### config.mk
export PLATFORM = sky130hd
export DESIGN_NAME = top_n_selector
export DESIGN_NICKNAME = d
export VERILOG_FILES = /design/src/rtl/tns_pkg.sv /design/src/rtl/top_n_selector.sv /design/src/rtl/tns_cell.sv
export SDC_FILE = /design/constraint.sdc
export NUM_CORES = 2
export LEC_CHECK = 0
export ABC_AREA = 1
export BUFFER_PORTS_ARGS = -buffer_cell sky130_fd_sc_hd__clkbuf_2
export CAP_MARGIN = 20
export CORE_AREA = 2 2 408 410
export DETAILED_ROUTE_END_ITERATION = 8
export DIE_AREA = 0 0 410 412
export PLACE_DENSITY = 0.86
export SYNTH_ARGS = -nofsm -noshare
export SYNTH_HDL_FRONTEND = slang
export SYNTH_HIERARCHICAL = 1
export SYNTH_SLANG_ARGS = --single-unit
### constraint.sdc
create_clock -name clk -period 7.9 [get_ports clk]
set_input_delay 0.395 -clock clk [delete_from_list [all_inputs] [get_ports clk]]
set_output_delay 0.395 -clock clk [all_outputs]
set_load 0.02 [all_outputs]
### src/rtl/tns_pkg.sv
// Shared types and constants for the top-N selector.
// Depends on nothing; imported by the selector cell and the top level.
package tns_pkg;

  localparam int KEY_W     = 32;
  localparam int ID_W      = 32;
  localparam int N_LIMIT_W = 5;
  localparam int KEY_CNT_W = 2;
  localparam int CFG_AW    = 4;
  localparam int CFG_DW    = 32;

  // Register indexes (byte address = 4 * index)
  localparam logic [1:0] REG_N_LIMIT     = 2'd0;
  localparam logic [1:0] REG_KEY_COUNT   = 2'd1;
  localparam logic [1:0] REG_PRIMARY_DSC = 2'd2;
  localparam logic [1:0] REG_SECOND_DSC  = 2'd3;

  // Input item kinds
  localparam logic OP_OFFER  = 1'b0;
  localparam logic OP_FINISH = 1'b1;

  // One kept row; primary key sits in the low bits
  typedef struct packed {
    logic        [ID_W-1:0]  row_id;
    logic signed [KEY_W-1:0] secondary_key;
    logic signed [KEY_W-1:0] primary_key;
  } row_t;

  // Controls broadcast to every cell of the chain
  typedef struct packed {
    logic offer;     // insert the new row this cycle
    logic drain;     // move every row one cell toward the head
    logic two_keys;  // compare the secondary key on a primary tie
    logic p_desc;
    logic s_desc;
  } cell_ctl_t;

endpackage

### src/rtl/top_n_selector.sv
// Top level of the top-N selector: stream ports, APB registers, cell chain control.
// Depends on tns_pkg and tns_cell.

// The block keeps the best n_limit rows (at most CAPACITY) in a chain of
// cells sorted best first, ordered by primary key and, when key_count is two
// or more, by secondary key, each ascending or descending. On an offer beat
// (in_tuser = 0) every cell compares the new row with its own in parallel,
// and the row drops into place while worse rows move one cell down; a row
// that ties with a kept one goes after it. Offers stream at one beat per
// cycle while no drain is under way. A finish beat (in_tuser = 1) starts a
// drain: the kept rows leave from the head cell at one beat per cycle while
// the receiver is ready, best first, with out_tlast on the final one, and the
// store is empty afterward. While draining the input is stalled, so a finish
// occupies the block for the finish beat plus one beat per kept row, plus any
// stall on the output side; an empty store emits nothing. The user must write
// configuration only while the block is idle; the block does not enforce it.
module top_n_selector
  import tns_pkg::*;
#(
  parameter int CAPACITY = 16
) (
  input  logic              clk,
  input  logic              rst_n,
  // in_tdata: primary_key[31:0], secondary_key[63:32], row_id[95:64]
  input  logic              in_tvalid,
  output logic              in_tready,
  input  logic [95:0]       in_tdata,
  // in_tuser: operation (0 offer, 1 finish)
  input  logic              in_tuser,
  // out_tdata: out_primary_key[31:0], out_secondary_key[63:32], out_row_id[95:64]
  output logic              out_tvalid,
  input  logic              out_tready,
  output logic [95:0]       out_tdata,
  output logic              out_tlast,
  input  logic              cfg_psel,
  input  logic              cfg_penable,
  input  logic              cfg_pwrite,
  input  logic [CFG_AW-1:0] cfg_paddr,
  input  logic [CFG_DW-1:0] cfg_pwdata,
  output logic [CFG_DW-1:0] cfg_prdata,
  output logic              cfg_pready
);

  localparam int CW = $clog2(CAPACITY + 1);
  localparam int MW = (CW > N_LIMIT_W) ? CW : N_LIMIT_W;

  typedef enum logic [1:0] {
    ST_COLLECT = 2'b01,
    ST_DRAIN   = 2'b10
  } state_t;

  state_t                 state_r, state_nxt;
  logic [N_LIMIT_W-1:0]   n_limit_r;
  logic [KEY_CNT_W-1:0]   key_count_r;
  logic                   p_desc_r, s_desc_r;
  logic [CW-1:0]          count_r, count_nxt;
  logic [CW-1:0]          rem_r, rem_nxt;

  logic                   cfg_wr;
  logic [1:0]             cfg_idx;
  logic                   in_acc, out_acc, offer, finish;
  logic [MW-1:0]          lim_wide, cap_wide;
  logic [CW-1:0]          limit_eff, count_eff;
  logic [CAPACITY-1:0]    b_vec, occ_vec, lim_mask;
  logic                   ins_ok;
  cell_ctl_t              ctl;
  row_t                   row_in;
  row_t                   rows [CAPACITY];

  // ---------------- configuration port ----------------
  assign cfg_pready = 1'b1;
  assign cfg_idx    = cfg_paddr[3:2];
  assign cfg_wr     = cfg_psel && cfg_penable && cfg_pwrite && cfg_pready;

  always_ff @(posedge clk) begin
    if (!rst_n) begin
      n_limit_r   <= N_LIMIT_W'(16);
      key_count_r <= KEY_CNT_W'(1);
      p_desc_r    <= 1'b0;
      s_desc_r    <= 1'b0;
    end else if (cfg_wr) begin
      case (cfg_idx)
        REG_N_LIMIT:     n_limit_r   <= cfg_pwdata[N_LIMIT_W-1:0];
        REG_KEY_COUNT:   key_count_r <= cfg_pwdata[KEY_CNT_W-1:0];
        REG_PRIMARY_DSC: p_desc_r    <= cfg_pwdata[0];
        REG_SECOND_DSC:  s_desc_r    <= cfg_pwdata[0];
        default: ;
      endcase
    end
  end

  always_comb begin
    case (cfg_idx)
      REG_N_LIMIT:     cfg_prdata = CFG_DW'(n_limit_r);
      REG_KEY_COUNT:   cfg_prdata = CFG_DW'(key_count_r);
      REG_PRIMARY_DSC: cfg_prdata = CFG_DW'(p_desc_r);
      REG_SECOND_DSC:  cfg_prdata = CFG_DW'(s_desc_r);
      default:         cfg_prdata = '0;
    endcase
  end

  // ---------------- beat decode ----------------
  assign in_tready = (state_r == ST_COLLECT);
  assign in_acc    = in_tvalid && in_tready;
  assign offer     = in_acc && (in_tuser == OP_OFFER);
  assign finish    = in_acc && (in_tuser == OP_FINISH);
  assign out_tvalid = (state_r == ST_DRAIN);
  assign out_acc   = out_tvalid && out_tready;

  assign row_in.primary_key   = in_tdata[31:0];
  assign row_in.secondary_key = in_tdata[63:32];
  assign row_in.row_id        = in_tdata[95:64];

  // Saturate the limit to the chain length, trim the count to the limit
  assign lim_wide  = MW'(n_limit_r);
  assign cap_wide  = MW'(CAPACITY);
  assign limit_eff = (lim_wide > cap_wide) ? CW'(cap_wide) : CW'(lim_wide);
  assign count_eff = (count_r > limit_eff) ? limit_eff : count_r;

  always_comb begin
    ctl.offer    = offer;
    ctl.drain    = out_acc;
    ctl.two_keys = key_count_r[1];
    ctl.p_desc   = p_desc_r;
    ctl.s_desc   = s_desc_r;
  end

  // ---------------- cell chain ----------------
  for (genvar i = 0; i < CAPACITY; i++) begin : g_cell
    localparam logic [CW-1:0] IDX = CW'(i);
    logic b_prev;
    row_t row_prev, row_next;

    assign occ_vec[i]  = IDX < count_eff;
    assign lim_mask[i] = IDX < limit_eff;

    if (i == 0) begin : g_head
      assign b_prev   = 1'b0;
      assign row_prev = row_in;
    end else begin : g_body
      assign b_prev   = b_vec[i-1];
      assign row_prev = rows[i-1];
    end

    if (i == CAPACITY - 1) begin : g_tail
      assign row_next = rows[i];
    end else begin : g_mid
      assign row_next = rows[i+1];
    end

    tns_cell u_cell (
      .clk      (clk),
      .ctl      (ctl),
      .occupied (occ_vec[i]),
      .b_prev   (b_prev),
      .row_new  (row_in),
      .row_prev (row_prev),
      .row_next (row_next),
      .b_out    (b_vec[i]),
      .row      (rows[i])
    );
  end

  // The new row is kept if its slot lies inside the limit
  assign ins_ok = |(b_vec & lim_mask);

  // ---------------- control ----------------
  always_comb begin
    state_nxt = state_r;
    count_nxt = count_r;
    rem_nxt   = rem_r;
    case (state_r)
      ST_COLLECT: begin
        if (offer) begin
          if (ins_ok && (count_eff != limit_eff)) begin
            count_nxt = count_eff + CW'(1);
          end else begin
            count_nxt = count_eff;
          end
        end else if (finish) begin
          count_nxt = '0;
          if (count_r != '0) begin
            rem_nxt   = count_r;
            state_nxt = ST_DRAIN;
          end
        end
      end
      ST_DRAIN: begin
        if (out_acc) begin
          rem_nxt = rem_r - CW'(1);
          if (rem_r == CW'(1)) begin
            state_nxt = ST_COLLECT;
          end
        end
      end
      default: state_nxt = ST_COLLECT;
    endcase
  end

  always_ff @(posedge clk) begin
    if (!rst_n) begin
      state_r <= ST_COLLECT;
      count_r <= '0;
      rem_r   <= '0;
    end else begin
      state_r <= state_nxt;
      count_r <= count_nxt;
      rem_r   <= rem_nxt;
    end
  end

  // Head cell drives the output beat
  assign out_tdata = {rows[0].row_id, rows[0].secondary_key, rows[0].primary_key};
  assign out_tlast = (rem_r == CW'(1));

endmodule

### src/rtl/tns_cell.sv
// One cell of the sorted row chain: holds a row, compares it with the offered row.
// Depends on tns_pkg.
module tns_cell
  import tns_pkg::*;
(
  input  logic      clk,
  input  cell_ctl_t ctl,
  input  logic      occupied,  // this cell holds a kept row
  input  logic      b_prev,    // the cell ahead takes part in the insert
  input  row_t      row_new,
  input  row_t      row_prev,
  input  row_t      row_next,
  output logic      b_out,     // new row goes here or ahead of here
  output row_t      row
);

  row_t row_r, row_nxt;
  logic p_better, s_better, better;

  always_comb begin
    if (ctl.p_desc) begin
      p_better = row_new.primary_key > row_r.primary_key;
    end else begin
      p_better = row_new.primary_key < row_r.primary_key;
    end
    if (ctl.s_desc) begin
      s_better = row_new.secondary_key > row_r.secondary_key;
    end else begin
      s_better = row_new.secondary_key < row_r.secondary_key;
    end
    if (row_new.primary_key != row_r.primary_key) begin
      better = p_better;
    end else if (ctl.two_keys && (row_new.secondary_key != row_r.secondary_key)) begin
      better = s_better;
    end else begin
      better = 1'b0;
    end
  end

  assign b_out = !occupied || better;

  always_comb begin
    row_nxt = row_r;
    if (ctl.drain) begin
      row_nxt = row_next;
    end else if (ctl.offer && b_out) begin
      // first cell that takes the new row loads it, the rest shift down
      row_nxt = b_prev ? row_prev : row_new;
    end
  end

  always_ff @(posedge clk) begin
    row_r <= row_nxt;
  end

  assign row = row_r;

endmodule

Yosys cells after proc, flatten, opt, wreduce, memory -nomap -nowiden. Index checks and enable logic that the tools add are counted.

Bits of input ports: 140. Flip-flop bits (word level): 1557. Latch bits: 0. Logic and storage cells: 427. ROM bits: 0. Output and inout bits: 132. Memory bits (writable): 0. Memories kept: 0.

Shifts and indexed selects: 0. Mux-type cells: 126. Add/sub/neg operators: 2. Divide/modulo/power cells: 0. Eq/ne operators: 44. Multiply operators: 0. Reductions and logical operators: 99. Bitwise gates (word level): 3. $lt $le $gt $ge: 98.

Operators with widths (count): two-way mux 96 bit (45); > comparator 32 bit (32); < comparator 32 bit (32); != test 32 bit (32); one-hot mux 32 bit (4 select lines) (1); < comparator 4 x 5 -> 1 bit (first input constant) (16); two-way mux 1 bit (64); two-way mux 5 bit (9); < comparator 3 x 5 -> 1 bit (first input constant) (8); logical AND 1 bit (39); nonzero test 2 bit (17); < comparator 1 x 5 -> 1 bit (first input constant) (4); < comparator 2 x 5 -> 1 bit (first input constant) (4); bitwise AND 16 bit (1); logical NOT 1 bit (16); logical OR 1 bit (16); OR reduction 16 bit (1); AND reduction 2 bit (6); two-way mux 2 bit (5); one-hot mux 5 bit (2 select lines) (1); AND reduction 5 bit (2); != test 2 x 1 -> 1 bit (second input constant) (4); equality test 2 bit (second input constant) (3); adder 5 x 1 -> 5 bit (second input constant) (1); 11 further kinds (13).

Depth between registers and ports, before layout.
Word-level depth: 12. Depth in mapped cells: 27. Gate-level depth less buffers: 26.

Cells and area by module. The synthesis kept the hierarchy.

By module, submodules not included: tns_cell at g_cell[0].u_cell ... (area each 6522.5 µm², cells each 819, seq. area each 2882.8 µm², times used 15); tns_cell at g_cell[14].u_cell (area each 6552.5 µm², cells each 815, seq. area each 2882.8 µm², times used 1); top_n_selector (area each 2085.8 µm², cells each 336, seq. area each 420.4 µm², times used 1).

Worst setup path before layout. Ideal clock, no wire load.

Path kind: register to register. From: register n_limit_r[2] (netlist: lim_wide[2]). To: register g_cell[2].u_cell.row_r (netlist bit g_cell[2].u_cell/row[0]) (enable). Cell stages (with the launch flop): 21. Slack: 3.070 ns. Buffers on the path: 1. Arrival time: 4.373 ns. Period minus slack after synthesis: 4.830 ns. Data required time: 7.442 ns. Setup time: 0.458 ns. Cells stage by stage: dfxtp_1 -> nor2_1 -> nand2_1 -> a21oi_2 -> inv_2 -> ha_1 -> nand2_1 -> nor2_4 -> nand2_2 -> nand3_4 -> nand2_4 -> buf_6 -> nand2_1 -> nand2_2 -> nor2_2 -> inv_1 -> nor2_1 -> o21ai_0 -> nand3_2 -> nand2_1 -> nand2_1.

Cells in the longest elaborated chain, start to end: 9.

Ends and longest elaborated chain: start: declaration (line top_n_selector.sv:53) `logic [N_LIMIT_W-1:0] n_limit_r;`; start signal: assignment (line top_n_selector.sv:83) `REG_N_LIMIT: n_limit_r <= cfg_pwdata[N_LIMIT_W-1:0];`; > comparator 5 bit (line top_n_selector.sv:117) `assign limit_eff = (lim_wide > cap_wide) ? CW'(cap_wide) : CW'(lim_wide);`; two-way mux 5 bit (*) (line top_n_selector.sv:117); > comparator 5 bit (line top_n_selector.sv:118) `assign count_eff = (count_r > limit_eff) ? limit_eff : count_r;`; two-way mux 5 bit (*) (line top_n_selector.sv:118); < comparator 2 x 5 -> 1 bit (*) (line top_n_selector.sv:134) `assign occ_vec[i] = IDX < count_eff;`; named net occ_vec[2] (line top_n_selector.sv:64) `logic [CAPACITY-1:0] b_vec, occ_vec, lim_mask;`; logical NOT 1 bit (*) (line tns_cell.sv:40) `assign b_out = !occupied || better;`; logical OR 1 bit (*) (line tns_cell.sv:40); named net b_vec[2] (line top_n_selector.sv:64); logical AND 1 bit (*) (line tns_cell.sv:46) `end else if (ctl.offer && b_out) begin`; nonzero test 2 bit (no source line) (*); end signal: assignment (line tns_cell.sv:53) `row_r <= row_nxt;`; end: declaration (line tns_cell.sv:17) `row_t row_r, row_nxt;`.

Mark *: on every way through the listed nets, which the timed path passes. The rest lies on a longest branch. A chain may end at the register's enable or synchronous reset.

==> impl_metrics.toml <==
[worst_setup_path]
arrival_ns = 6.34
worstSetupStartpointType = "flop"
crit_slowest_cell = "inv_4"
crit_path_cell_trace = "inv_2 > nand2_1 > ha_1 > nand2_2 > inv_1 > nand2_1 > nand3_4 > o21ai_2 > nor2_2 > inv_1 > nor2_1 > o21ai_0 > nand3_4 > inv_4 > buf_4 > nand2_1 > a21oi_1"
max_stage_delay_ns = 0.92
required_ns = 8.59
cp_max_fo = 52
critPathMostFrequentCell = "nand2_1"
worstSetupPathType = "flop to flop"
end_kind = "flop"

[pwr]
vdd_ir_drop_max_mv = 0.249
powerDensity_mw_per_mm2 = 246
power.leakage_nw = 48.5

[placed_design]
gp_congestion = 1.01
dpl_cell_area_mm2 = 0.109
port_buffers = 214
dp_hpwl_um = 230000

[synth]
synth_edf_count = 1536
ys_ff_latch = 1557
yosysUniqueCellTypes = 45
synthFlopType = "edfxtp_1"
ys_seq_area_frac = 0.437
ys_warn_count = 6
syn_area_per_cell_um2 = 7.92
netlist_instances = 13436
netlist_area_mm2 = 0.106
synthArstFlopShare = 0

[die]
die_h_um = 412
design.core.area_mm2 = 0.164
dieArea_mm2 = 0.169
die_x_um = 410
pin_count = 272
rows = 149
start_util = 0.648

[grt]
first_global_vias = 97981
gr-total-overflow = 0
grtUsageTotal = 0.386
grt_max_degree = 237
antenna_found_initial = 9
grt_pass1_wl_um = 519000

[detailed_routing]
drt_iter0_drc = 14251
vias = 99806
first_pass_iters = 9
drc = 3
wl_um = 339000
wl_per_cell_um = 21.7
vias_per_cell = 6.38
drtAntennaViolNets = 0

[status]
violations = "DRC"
outcome = "complete, but fails checks"

[cts]
cts_buffers = 174
htreeDepth = 4
cts_tree = "done"
cts_root_buf = "clkbuf_16"
clockBufferDepth = 3
clk_latency_ns = 0.88
path_clk_slew_ns = 0.06
clock_sinks = 1557
cts-resized-gates = 0

[timing]
fin_setup_tns_ns = 0
drv_slew = 0
post-route-period-util = 0.715
hold_viol = 0
setup_viol = 0
worst_pin_slew_ns = 1.26
rsz0062_at_grt = "no"
finalClockSkew_ns = 0.0512
fin_crit_ns = 5.65
max_freq_mhz = 177
slew_headroom = 0.163

[final_layout]
fin_nets = 14487
fin_area_mm2 = 0.115
areaGrowthSynthToFinish_pct = 7.70
fill_cells = 12308
drive_above_1_share = 0.0575

[hold_path]
hold_class = "input port to flop"

[run]
cap_violations = 0
-- kinds of logic after synthesis --
| group | Yosys count | synth area share |
|---|---|---|
| adders and majority gates | 1032 | 0.121 |
| DFF | 1557 | 0.437 |
| buffers and inverters | 2077 | 0.0756 |
| other | 2 | 0.0000705 |
| and+or+nand+nor | 4940 | 0.182 |
| xor gates and xnor gates | 33 | 0.00271 |
| AOI/OAI and AO/OA | 3795 | 0.181 |
-- final timing paths --
kind	start	end	slack [ns]	cells past startpoint
max reg2reg	lim_wide[4]$_SDFFE_PN1P_	g_cell[3].u_cell/row[80]$_DFFE_PP_	2.25	17
min	cfg_pwrite	s_desc_r$_SDFFE_PN0P_	0.07	4
max	lim_wide[4]$_SDFFE_PN1P_	g_cell[3].u_cell/row[80]$_DFFE_PP_	2.25	17
min reg2reg	rem_r[2]$_SDFFE_PN0P_	rem_r[2]$_SDFFE_PN0P_	0.50	2
-- cells in the mapped netlist, types with 2 or more instances --
library cell / count / area share
nand3_2: 20 / 0.0019
o211ai_1: 3 / 0.00021
clkbuf_1: 444 / 0.016
a211oi_1: 2 / 0.00014
inv_2: 26 / 0.00092
xnor2_1: 16 / 0.0013
a21oi_2: 17 / 0.0014
a21o_1: 16 / 0.0011
nor2_2: 21 / 0.0012
nand3_1: 151 / 0.0071
nor2_1: 1867 / 0.066
o21ai_1: 4 / 0.00019
dfxtp_1: 21 / 0.0039
nand2_1: 2720 / 0.096
buf_6: 3 / 0.00032
nor3_1: 36 / 0.0017
xor2_1: 17 / 0.0014
ha_1: 1032 / 0.12
edfxtp_1: 1536 / 0.43
clkinv_1: 16 / 0.00056
nand2_4: 3 / 0.00032
buf_1: 130 / 0.0046
o21ai_0: 117 / 0.0055
conb_1: 2 / 0.000071
inv_1: 1331 / 0.047
nand2_2: 40 / 0.0024
nand4_1: 57 / 0.0033
nor4_1: 2 / 0.00012
buf_4: 28 / 0.0020
a31oi_1: 4 / 0.00023
o21a_1: 64 / 0.0045
nand3b_1: 2 / 0.00014
a21oi_1: 3564 / 0.17
nor3_2: 15 / 0.0014
buf_2: 99 / 0.0047
-- metrics by stage --
step                      power [mW]  hold slack [ns]  setup WS [ns]  instances  utilization
final                           28.2           0.0690           2.25      15655        0.698
after global routing            29.3           0.0549           2.08      15648        0.698
after CTS                       27.8          0.00708           2.49      15644        0.698
after detailed placement        20.0            0.452           2.24      15310        0.664
after global placement          19.4            0.444           2.35      15309        0.664
after floorplan                 17.4            0.430           3.07      13463            -
-- registers in the layout, summed over array words and instances, names as in the netlist --
name               flops
count_r                5
key_count_r            2
lim_wide               5
s_desc_r               1
g_cell.u_cell/row   1536
rem_r                  5
state_r                2
p_desc_r               1
-- layer usage --
metal	track usage	share of wire	vias to the layer above	wire length, um
met5	0	0.0010	-	345
met4	0.218	0.059	8	20200
met3	0.0899	0.13	1446	43700
met2	0.633	0.46	7192	156000
met1	0.471	0.35	46086	119000
li1	-	-	45074	-
-- worst max-delay path, delay by kind of cell, from the launching register on --
kind	cells	cell delay, ns
AO/OA/AOI/OAI	3	0.74
flip-flops	1	0.57
buffers and inverters	5	2.06
adder cells (fa/ha/maj)	1	0.27
AND/OR/NAND/NOR	8	1.67
-- power breakdown --
part / total [mW] / switching (mW) / internal [mW] / leakage [nW]
Combinational: 8.00 / 5.35 / 2.64 / 31.4
Sequential: 12.2 / 0.992 / 11.3 / 14.5
Clock: 7.92 / 3.57 / 4.35 / 2.60
-- cell type report --
cell class,instances,area (um^2),area share
Timing Repair Buffer,380,2550,0.0222
Clock buffer,226,4550,0.0397
Tap cell,2189,2740,0.0239
Antenna cell,9,22.5,0.000196
Clock inverter,92,830,0.00723
Inverter,1373,5210,0.0455
Multi-Input combinational cell,9829,52200,0.455
Sequential cell,1557,46500,0.406
-- repair_timing --
action                     in CTS  in global routing
setup endpoints to repair       0                  0
setup buffers                   0                  0
hold endpoints to repair       20                  0
hold buffers                   16                  0
-- cells in the final DEF, fill, tap and decap left out, types with 117 or more instances in the layout --
cell type	Yosys	final
clkbuf_16	0	174
ha_1	1032	1032
buf_4	28	136
edfxtp_1	1536	1536
o21ai_0	117	117
nand2_1	2720	2704
nand3_1	151	151
nor2_1	1867	1866
clkbuf_2	0	214
inv_1	1331	1331
a21oi_1	3564	3564
No activity file was read; power rests on OpenSTA's default activity.
